### src/hdl/psst_pkg.sv
// ----------------------------------------------------------------------------
// Sorted sequence table package
// Transaction field types, operation codes and the compare result shared by
// the sequencer and the compare unit.
// ----------------------------------------------------------------------------
package psst_pkg;

  localparam int OP_BITS   = 3;
  localparam int POS_BITS  = 9;
  localparam int DATA_BITS = 32;

  // Operation codes
  localparam logic [OP_BITS-1:0] OP_INS_POS  = 3'd0;
  localparam logic [OP_BITS-1:0] OP_INS_SORT = 3'd1;
  localparam logic [OP_BITS-1:0] OP_ERASE    = 3'd2;
  localparam logic [OP_BITS-1:0] OP_REMOVE   = 3'd3;
  localparam logic [OP_BITS-1:0] OP_GET      = 3'd4;
  localparam logic [OP_BITS-1:0] OP_SET      = 3'd5;
  localparam logic [OP_BITS-1:0] OP_FIND     = 3'd6;

  typedef struct packed {
    logic [OP_BITS-1:0]   operation;
    logic [POS_BITS-1:0]  position;
    logic [DATA_BITS-1:0] item_value;
  } req_t;

  typedef struct packed {
    logic                 ok;
    logic [POS_BITS-1:0]  result_index;
    logic [DATA_BITS-1:0] read_value;
    logic [POS_BITS-1:0]  removed_count;
    logic [POS_BITS-1:0]  length;
  } rsp_t;

  // Outcome of one compare of a stored entry against the key
  typedef struct packed {
    logic eq;  // key equals entry
    logic le;  // key is not greater than entry
  } cmp_res_t;

endpackage

### src/hdl/psst_cmp.sv
// ----------------------------------------------------------------------------
// Shared compare unit
// Compares the entry just read from the store against the transaction key,
// giving equality and key-not-greater for the scan, remove and sorted insert.
// ----------------------------------------------------------------------------
module psst_cmp #(
  parameter int WIDTH = 32
) (
  input  logic [WIDTH-1:0]   entry_i,
  input  logic [WIDTH-1:0]   key_i,
  output psst_pkg::cmp_res_t res_o
);

  // Unsigned compare of key against entry
  always_comb begin
    res_o.eq = (key_i == entry_i);
    res_o.le = (key_i <= entry_i);
  end

endmodule

### config.mk
export PLATFORM = sky130hd
export DESIGN_NAME = psst_cmp
export DESIGN_NICKNAME = d
export VERILOG_FILES = /design/src/hdl/psst_pkg.sv /design/src/hdl/psst_cmp.sv
export SDC_FILE = /design/constraint.sdc
export NUM_CORES = 1
export LEC_CHECK = 0
export BUFFER_PORTS_ARGS = -buffer_cell sky130_fd_sc_hd__buf_2
export CAP_MARGIN = 40
export CORE_UTILIZATION = 42
export DETAILED_ROUTE_END_ITERATION = 8
export PLACE_DENSITY = 0.89
export REMOVE_ABC_BUFFERS = 1
export SYNTH_ARGS = -nofsm -noshare
export SYNTH_HDL_FRONTEND = slang
export SYNTH_SLANG_ARGS = --single-unit
### constraint.sdc
create_clock -name vclk -period 1.3
set_input_delay 0.065 -clock vclk [all_inputs]
set_output_delay 0.065 -clock vclk [all_outputs]
set_load 0.01 [all_outputs]
==> run_summary.xml, run 1 <==
<?xml version="1.0" encoding="UTF-8"?>
<metrics>
  <group name="run_status">
    <metric name="flow.first_error" unit="">[ERROR DPL-0038] Utilization greater than 100%, impossible to legalize</metric>
    <metric name="stop_stage" unit="">global routing</metric>
    <metric name="status" unit="">stopped before the end</metric>
  </group>
  <group name="global_route">
    <metric name="maximum_number_of_pins_on_one_net_before_global_route_repair" unit="">4</metric>
  </group>
  <group name="floorplanning">
    <metric name="die_height" unit="um">46.4</metric>
    <metric name="row_count" unit="">15</metric>
    <metric name="dieWidth" unit="um">46.4</metric>
    <metric name="floorplan.initialDensity" unit="">0.465</metric>
    <metric name="boundaryPins" unit="">66</metric>
  </group>
  <group name="place">
    <metric name="placed_area" unit="um^2">1220</metric>
    <metric name="port-buffer-count" unit="">66</metric>
    <metric name="pre_cts_slack" unit="ns">-0.242</metric>
    <metric name="weighted_congestion_at_the_end_of_routability_driven_global_placement" unit="">0.663</metric>
    <metric name="place.detailed.hpwl" unit="mm">2.02</metric>
  </group>
  <group name="clock_network">
    <metric name="postCtsHoldBufs" unit="">0</metric>
  </group>
  <group name="logic_synthesis">
    <metric name="yosys-top-cells-area" unit="">sky130_fd_sc_hd__ha_1 48%, sky130_fd_sc_hd__inv_1 15%, sky130_fd_sc_hd__a21oi_1 6.6%</metric>
    <metric name="synth-seq-area-share" unit="">0</metric>
    <metric name="yosysUniqueCellTypes" unit="">24</metric>
    <metric name="syn_avg_cell_area" unit="um^2">7.15</metric>
    <metric name="synth.cell_area" unit="um^2">830</metric>
    <metric name="synth.largest_area_cell" unit="">sky130_fd_sc_hd__ha_1</metric>
    <metric name="yosysWarnings" unit="">0</metric>
    <metric name="syn-instance-count" unit="">116</metric>
    <metric name="yosys.area.top_type_share" unit="">0.483</metric>
  </group>
  <group name="timing">
    <metric name="grt_repair_worst_endpoint" unit="">res_o[0]</metric>
    <metric name="worst_endpoint_kind" unit="">output port</metric>
  </group>
</metrics>
cell families after synthesis:
group                    synth area share
AO/OA/AOI/OAI                       0.178
adder cells (fa/ha/maj)             0.483
buffers and inverters               0.149
AND/OR/NAND/NOR                     0.190
synthesized netlist by cell type:
cell type / instances
sky130_fd_sc_hd__inv_1: 33
sky130_fd_sc_hd__ha_1: 32
sky130_fd_sc_hd__a21oi_1: 11
sky130_fd_sc_hd__nand2_1: 9
sky130_fd_sc_hd__nand4_1: 4
sky130_fd_sc_hd__a221oi_1: 3
sky130_fd_sc_hd__nand3_1: 3
sky130_fd_sc_hd__nor2_1: 3
sky130_fd_sc_hd__o21ai_1: 3
sky130_fd_sc_hd__a21o_1: 1
sky130_fd_sc_hd__a31oi_1: 1
sky130_fd_sc_hd__and4_1: 1
sky130_fd_sc_hd__nand2_2: 1
sky130_fd_sc_hd__nand2b_1: 1
sky130_fd_sc_hd__nand3_2: 1
sky130_fd_sc_hd__nand4_2: 1
sky130_fd_sc_hd__nor2_2: 1
sky130_fd_sc_hd__nor2b_1: 1
sky130_fd_sc_hd__nor3_4: 1
sky130_fd_sc_hd__o211a_1: 1
sky130_fd_sc_hd__o211ai_1: 1
sky130_fd_sc_hd__o21ai_0: 1
sky130_fd_sc_hd__o21bai_1: 1
sky130_fd_sc_hd__o31ai_1: 1
stage by stage:
stage                     setup TNS (ns)  std cells
after CTS                        -0.0743        214
after detailed placement          -0.251        211
after global placement            -0.159        211
after floorplan                        0        116
timing repair:
| item | 4_1_cts |
|---|---|
| buffers inserted | 3 |
| pin swaps | 45 |
| gates resized for setup | 76 |
| endpoints found under the setup margin | 2 |
| gates cloned | 0 |
==> run 2: changes to the inputs <==
CORE_AREA = 2 2 63 65   (was not set)
CORE_UTILIZATION = not set   (was 42)
DIE_AREA = 0 0 65 67   (was not set)
PLACE_DENSITY = not set   (was 0.89)
PLACE_DENSITY_LB_ADDON = 0.15   (was not set)
==> run 2 against run 1 <==
The flow now finishes, with violations (setup timing). Synthesized area stayed put. Synthesized cell count stayed put.
==> run_summary.xml, run 2 <==
<?xml version="1.0" encoding="UTF-8"?>
<metrics>
  <group name="final_layout">
    <metric name="numSequentialCells" unit="">0</metric>
    <metric name="design.final.nets" unit="">288</metric>
    <metric name="fraction_of_final_layout_cells_sized_beyond_drive_strength_1" unit="">0.647</metric>
    <metric name="most_common_cell_after_layout_fill_and_taps_aside" unit="">sky130_fd_sc_hd__buf_2</metric>
    <metric name="seqCellArea" unit="um^2">0</metric>
    <metric name="layout.cells.most_common_list" unit="">55 x sky130_fd_sc_hd__buf_2, 21 x sky130_fd_sc_hd__inv_1, 20 x sky130_fd_sc_hd__ha_4, 12 x sky130_fd_sc_hd__ha_1, 11 x sky130_fd_sc_hd__buf_6</metric>
    <metric name="antenna-diode-count" unit="">0</metric>
    <metric name="area_growth_syn_to_layout" unit="%">103</metric>
    <metric name="final.fill_count" unit="">370</metric>
    <metric name="clock_buffer_count" unit="">0</metric>
  </group>
  <group name="place">
    <metric name="port-buffer-count" unit="">66</metric>
    <metric name="place.detailed.hpwl" unit="mm">2.01</metric>
    <metric name="weighted_congestion_at_the_end_of_routability_driven_global_placement" unit="">0.623</metric>
    <metric name="pre_cts_slack" unit="ns">-0.243</metric>
  </group>
  <group name="logic_synthesis">
    <metric name="syn_avg_cell_area" unit="um^2">7.15</metric>
    <metric name="post_synth_most_frequent_cells" unit="">33 x sky130_fd_sc_hd__inv_1, 32 x sky130_fd_sc_hd__ha_1, 11 x sky130_fd_sc_hd__a21oi_1</metric>
    <metric name="synth.largest_area_cell" unit="">sky130_fd_sc_hd__ha_1</metric>
    <metric name="yosysWarnings" unit="">0</metric>
    <metric name="post_synth_simple_gate_area" unit="">0.190</metric>
    <metric name="yosys-top-cells-area" unit="">sky130_fd_sc_hd__ha_1 48%, sky130_fd_sc_hd__inv_1 15%, sky130_fd_sc_hd__a21oi_1 6.6%</metric>
    <metric name="muxShareOfSynthArea" unit="">0</metric>
    <metric name="synth.most_common_cell" unit="">sky130_fd_sc_hd__inv_1</metric>
    <metric name="synth-seq-area-share" unit="">0</metric>
    <metric name="synth_adder_area_share" unit="">0.483</metric>
    <metric name="synth_top_family_by_area" unit="">adder cells</metric>
    <metric name="synth.cell_area" unit="um^2">830</metric>
    <metric name="yosys.area.top_type_share" unit="">0.483</metric>
    <metric name="yosysUniqueCellTypes" unit="">24</metric>
    <metric name="synthXorXnorAreaFrac" unit="">0</metric>
    <metric name="synth_compound_area_frac" unit="">0.178</metric>
    <metric name="syn-instance-count" unit="">116</metric>
  </group>
  <group name="global_route">
    <metric name="maximum_number_of_pins_on_one_net_before_global_route_repair" unit="">4</metric>
    <metric name="number_of_global_route_vias_before_repair" unit="">1052</metric>
    <metric name="wire_length_of_the_first_global_routing_pass" unit="mm">4.04</metric>
    <metric name="grt_usage" unit="">0.110</metric>
    <metric name="antenna_found_initial" unit="">0</metric>
    <metric name="overflow" unit="">0</metric>
  </group>
  <group name="timing">
    <metric name="fin_ws" unit="ns">-0.114</metric>
    <metric name="total_of_endpoints_with_negative_setup_slack_in_the_final_report" unit="">2</metric>
    <metric name="maxSlewHeadroom" unit="">0.858</metric>
    <metric name="tightestPinTransition" unit="ns">0.213</metric>
    <metric name="rsz_0062_raised_after_global_routing" unit="">true</metric>
    <metric name="final_hold_violations" unit="">0</metric>
    <metric name="finalHoldWorstSlack" unit="ns">0.639</metric>
    <metric name="final_min_period_over_clock_period" unit="">1.09</metric>
    <metric name="min_period" unit="ns">1.41</metric>
    <metric name="fmaxAchievable" unit="GHz">0.707</metric>
    <metric name="final_layout_setup_total_negative_slack" unit="ns">-0.158</metric>
    <metric name="report.final.slew_viol_count" unit="">0</metric>
  </group>
  <group name="setup_path">
    <metric name="timing.critical_path.from_type" unit="">primary input</metric>
    <metric name="top_delay_family_on_crit_path" unit="">simple AND/OR/NAND/NOR gates</metric>
    <metric name="critPathMaxStageDelay" unit="ns">0.27</metric>
    <metric name="timing.critical_path.to_type" unit="">primary output</metric>
    <metric name="critPathMostFrequentCell" unit="">sky130_fd_sc_hd__buf_2</metric>
    <metric name="timing.critical_path.cells" unit="">buf_2 -&gt; ha_4 -&gt; and4_4 -&gt; buf_4 -&gt; nand3_4 -&gt; nor3_4 -&gt; o21bai_1 -&gt; buf_2</metric>
    <metric name="critical_path.slowest_cell" unit="">sky130_fd_sc_hd__ha_4</metric>
    <metric name="critical_path_peak_fanout" unit="">3</metric>
    <metric name="worst-setup-path-type" unit="">primary input to primary output</metric>
    <metric name="cp.buffers_inverters" unit="">3</metric>
    <metric name="worst-endpoint-arrival" unit="ns">1.35</metric>
    <metric name="cp.required" unit="ns">1.24</metric>
  </group>
  <group name="power">
    <metric name="totalPowerFinal" unit="mW">0.500</metric>
    <metric name="power_leakage" unit="nW">0.867</metric>
    <metric name="power.density" unit="nW/um^2">297</metric>
    <metric name="ir_drop_worst_vdd" unit="mV">0.109</metric>
  </group>
  <group name="drt">
    <metric name="detailedRoute.firstIterationViolations" unit="">8</metric>
    <metric name="drt-vias-per-instance" unit="">4.32</metric>
    <metric name="drtPass1Iterations" unit="">3</metric>
    <metric name="postRouteWirelength" unit="mm">2.47</metric>
    <metric name="routedWlPerCell" unit="um">10.4</metric>
    <metric name="drtAntennaViolNets" unit="">0</metric>
    <metric name="detail_route.drc_violations" unit="">0</metric>
    <metric name="dr_total_vias" unit="">1027</metric>
  </group>
  <group name="floorplanning">
    <metric name="boundaryPins" unit="">66</metric>
    <metric name="die_height" unit="um">67</metric>
    <metric name="floorplan.initialDensity" unit="">0.230</metric>
    <metric name="row_count" unit="">22</metric>
    <metric name="dieWidth" unit="um">65</metric>
    <metric name="fp.dieArea" unit="um^2">4360</metric>
    <metric name="coreArea" unit="um^2">3610</metric>
  </group>
  <group name="run_status">
    <metric name="failed_checks" unit="">setup timing</metric>
    <metric name="status" unit="">complete, but fails checks</metric>
  </group>
  <group name="clock_network">
    <metric name="postCtsHoldBufs" unit="">0</metric>
  </group>
  <group name="worst_hold_path">
    <metric name="worst_hold_path_type" unit="">primary input to primary output</metric>
  </group>
  <group name="run">
    <metric name="max_cap_viol_count" unit="">0</metric>
  </group>
</metrics>
run 2: cell counts after synthesis:
Identical to the previous run, type by type.
run 2: logic make-up after synthesis:
| kind of cell | after synthesis |
|---|---|
| buffers and inverters | 33 |
| AOI/OAI and AO/OA | 24 |
| adders and majority gates | 32 |
| and+or+nand+nor | 27 |
run 2: timing repair:
action,CTS,global route
buffers inserted,1,0
endpoints found under the hold margin,0,0
pin swaps,30,19
endpoints found under the setup margin,2,2
gates resized for setup,43,20
run 2: per-layer routing:
| layer | up-vias | track usage | share of wire |
|---|---|---|---|
| li1 | 548 | - | - |
| met1 | 447 | 0.125 | 0.38 |
| met2 | 32 | 0.236 | 0.56 |
| met3 | 0 | 0.00507 | 0.064 |
| met4 | 0 | 0 | 0 |
| met5 | - | 0 | 0 |
run 2: power by group:
part,internal (mW),switching (mW),total (mW)
logic,0.284,0.216,0.500
registers,0,0,0
clock network,0,0,0
run 2: metrics by stage:
stage / cells / utilization / instance area (um^2)
detailed placement: 237 / 0.353 / 1270
global route: 238 / 0.466 / 1680
finish: 238 / 0.466 / 1680
floorplan: 116 / - / 830
CTS: 238 / 0.435 / 1570
global placement: 237 / 0.353 / 1270
run 2: layout make-up:
cell class         count  area, um^2  area share
multi-input cells     83        1030       0.613
repair buffers        74         459       0.273
well taps             48        60.1      0.0357
inverters             33         131      0.0781
run 2: worst min-delay path: stages:
cell and delay [ns]:
sky130_fd_sc_hd__buf_2 0.10, sky130_fd_sc_hd__ha_4 0.12, sky130_fd_sc_hd__a221oi_2 0.03, sky130_fd_sc_hd__o31ai_1 0.05
sky130_fd_sc_hd__o21bai_1 0.07, sky130_fd_sc_hd__buf_2 0.14
run 2: worst paths after layout:
check,from,slack [ns],cells past startpoint,to
max,key_i[22],-0.11,8,res_o[0]
min,key_i[31],0.64,6,res_o[0]
(Power assumes the default switching activity.)
==> run 3: changes to the inputs <==
BUFFER_PORTS_ARGS = -buffer_cell sky130_fd_sc_hd__buf_4   (was -buffer_cell sky130_fd_sc_hd__buf_2)
clock period = 1.81 ns   (was 1.3 ns; I/O delays follow)
==> run 3 against run 2 <==
Critical endpoint unchanged. Total power down 47%. Largest cell class unchanged. Clock-buffer cell count unchanged. Global-route usage shrank 1.1 points. The flow now finishes without violations.
==> run_summary.xml, run 3 (synthesis gave the netlist of run 2 again) <==
<?xml version="1.0" encoding="UTF-8"?>
<metrics>
  <group name="global_route">
    <metric name="overflow" unit="">0</metric>
    <metric name="maximum_number_of_pins_on_one_net_before_global_route_repair" unit="">4</metric>
    <metric name="grt_usage" unit="">0.0991</metric>
    <metric name="wire_length_of_the_first_global_routing_pass" unit="mm">3.62</metric>
    <metric name="antenna_found_initial" unit="">0</metric>
    <metric name="number_of_global_route_vias_before_repair" unit="">957</metric>
  </group>
  <group name="timing">
    <metric name="fin_ws" unit="ns">0.261</metric>
    <metric name="maxSlewHeadroom" unit="">0.813</metric>
    <metric name="fmaxAchievable" unit="GHz">0.646</metric>
    <metric name="final_min_period_over_clock_period" unit="">0.856</metric>
    <metric name="final_layout_setup_total_negative_slack" unit="ns">0</metric>
    <metric name="final_hold_violations" unit="">0</metric>
    <metric name="tightestPinTransition" unit="ns">0.280</metric>
    <metric name="total_of_endpoints_with_negative_setup_slack_in_the_final_report" unit="">0</metric>
    <metric name="rsz_0062_raised_after_global_routing" unit="">false</metric>
    <metric name="min_period" unit="ns">1.55</metric>
    <metric name="report.final.slew_viol_count" unit="">0</metric>
  </group>
  <group name="final_layout">
    <metric name="finish.cell_count_without_fillers" unit="">230</metric>
    <metric name="layout.cell_area.non_filler" unit="um^2">1390</metric>
    <metric name="design.final.nets" unit="">280</metric>
    <metric name="layout.cells.most_common_list" unit="">66 x sky130_fd_sc_hd__buf_4, 33 x sky130_fd_sc_hd__inv_1, 32 x sky130_fd_sc_hd__ha_1, 11 x sky130_fd_sc_hd__a21oi_1, 9 x sky130_fd_sc_hd__nand2_1</metric>
    <metric name="antenna-diode-count" unit="">0</metric>
    <metric name="most_common_cell_after_layout_fill_and_taps_aside" unit="">sky130_fd_sc_hd__buf_4</metric>
    <metric name="numSequentialCells" unit="">0</metric>
    <metric name="fraction_of_final_layout_cells_sized_beyond_drive_strength_1" unit="">0.390</metric>
    <metric name="seqCellArea" unit="um^2">0</metric>
    <metric name="clock_buffer_count" unit="">0</metric>
    <metric name="area_growth_syn_to_layout" unit="%">67.0</metric>
  </group>
  <group name="place">
    <metric name="weighted_congestion_at_the_end_of_routability_driven_global_placement" unit="">0.652</metric>
    <metric name="post-place-cells" unit="">230</metric>
    <metric name="place.detailed.hpwl" unit="mm">2.07</metric>
    <metric name="port-buffer-count" unit="">66</metric>
    <metric name="pre_cts_slack" unit="ns">0.260</metric>
    <metric name="placed_area" unit="um^2">1390</metric>
  </group>
  <group name="setup_path">
    <metric name="cp.required" unit="ns">1.72</metric>
    <metric name="timing.critical_path.to_type" unit="">primary output</metric>
    <metric name="critical_path_peak_fanout" unit="">3</metric>
    <metric name="worst-setup-path-type" unit="">primary input to primary output</metric>
    <metric name="timing.critical_path.from_type" unit="">primary input</metric>
    <metric name="worst-endpoint-arrival" unit="ns">1.46</metric>
  </group>
  <group name="drt">
    <metric name="detailedRoute.firstIterationViolations" unit="">8</metric>
    <metric name="routedWlPerCell" unit="um">9.26</metric>
    <metric name="detail_route.drc_violations" unit="">0</metric>
    <metric name="drtPass1Iterations" unit="">4</metric>
    <metric name="dr_total_vias" unit="">978</metric>
    <metric name="drtAntennaViolNets" unit="">0</metric>
    <metric name="drt-vias-per-instance" unit="">4.25</metric>
    <metric name="postRouteWirelength" unit="mm">2.13</metric>
  </group>
  <group name="floorplanning">
    <metric name="die_height" unit="um">67</metric>
    <metric name="coreArea" unit="um^2">3610</metric>
    <metric name="floorplan.initialDensity" unit="">0.230</metric>
    <metric name="fp.dieArea" unit="um^2">4360</metric>
    <metric name="dieWidth" unit="um">65</metric>
    <metric name="row_count" unit="">22</metric>
    <metric name="boundaryPins" unit="">66</metric>
  </group>
  <group name="clock_network">
    <metric name="postCtsHoldBufs" unit="">0</metric>
    <metric name="post-cts-setup-buffer-count" unit="">0</metric>
    <metric name="cts_resized" unit="">0</metric>
  </group>
  <group name="worst_hold_path">
    <metric name="worst_hold_path_type" unit="">primary input to primary output</metric>
    <metric name="worstHoldPathCells" unit="">6</metric>
  </group>
  <group name="power">
    <metric name="ir_drop_worst_vdd" unit="mV">0.0626</metric>
    <metric name="power_leakage" unit="nW">0.861</metric>
    <metric name="power.density" unit="nW/um^2">191</metric>
    <metric name="totalPowerFinal" unit="mW">0.265</metric>
  </group>
  <group name="run_status">
    <metric name="status" unit="">complete, no violations</metric>
  </group>
  <group name="run">
    <metric name="max_cap_viol_count" unit="">0</metric>
  </group>
</metrics>
[run 3: cell type report]
cell class | instances | area, um^2
repair buffers | 66 | 495
well taps | 48 | 60.1
inverters | 33 | 124
multi-input cells | 83 | 706
fillers | 400 | 2220
[run 3: critical path: stages]
cell and delay [ns]:
sky130_fd_sc_hd__buf_4 0.07, sky130_fd_sc_hd__inv_1 0.03, sky130_fd_sc_hd__ha_1 0.32, sky130_fd_sc_hd__a21oi_1 0.14, sky130_fd_sc_hd__o21ai_1 0.08, sky130_fd_sc_hd__a221oi_1 0.32, sky130_fd_sc_hd__o31ai_1 0.12, sky130_fd_sc_hd__o21bai_1 0.14
sky130_fd_sc_hd__buf_4 0.14
[run 3: metal layers]
| metal | share of wire | up-vias | global-route usage |
|---|---|---|---|
| met3 | 0.082 | 0 | 0.0101 |
| met2 | 0.55 | 36 | 0.207 |
| met4 | 0 | 0 | 0 |
| li1 | - | 532 | - |
| met5 | 0 | - | 0 |
| met1 | 0.36 | 410 | 0.112 |
[run 3: worst paths after layout]
check	start	end	slack, ns
worst min-delay path	key_i[31]	res_o[0]	0.71
worst max-delay path	entry_i[27]	res_o[0]	0.26
[run 3: report_power, final]
part	leakage, nW	internal, mW	total (mW)	switching, mW
Sequential	0	0	0	0
Combinational	0.861	0.160	0.265	0.105
Clock	0	0	0	0
Total	0.861	0.160	0.265	0.105
[run 3: per-stage QoR]
| step | util | hold WS [ns] |
|---|---|---|
| floorplan | - | 0.482 |
| CTS | 0.384 | 0.717 |
| global route | 0.384 | 0.774 |
| detailed placement | 0.384 | 0.723 |
| finish | 0.384 | 0.712 |
| global placement | 0.384 | 0.704 |
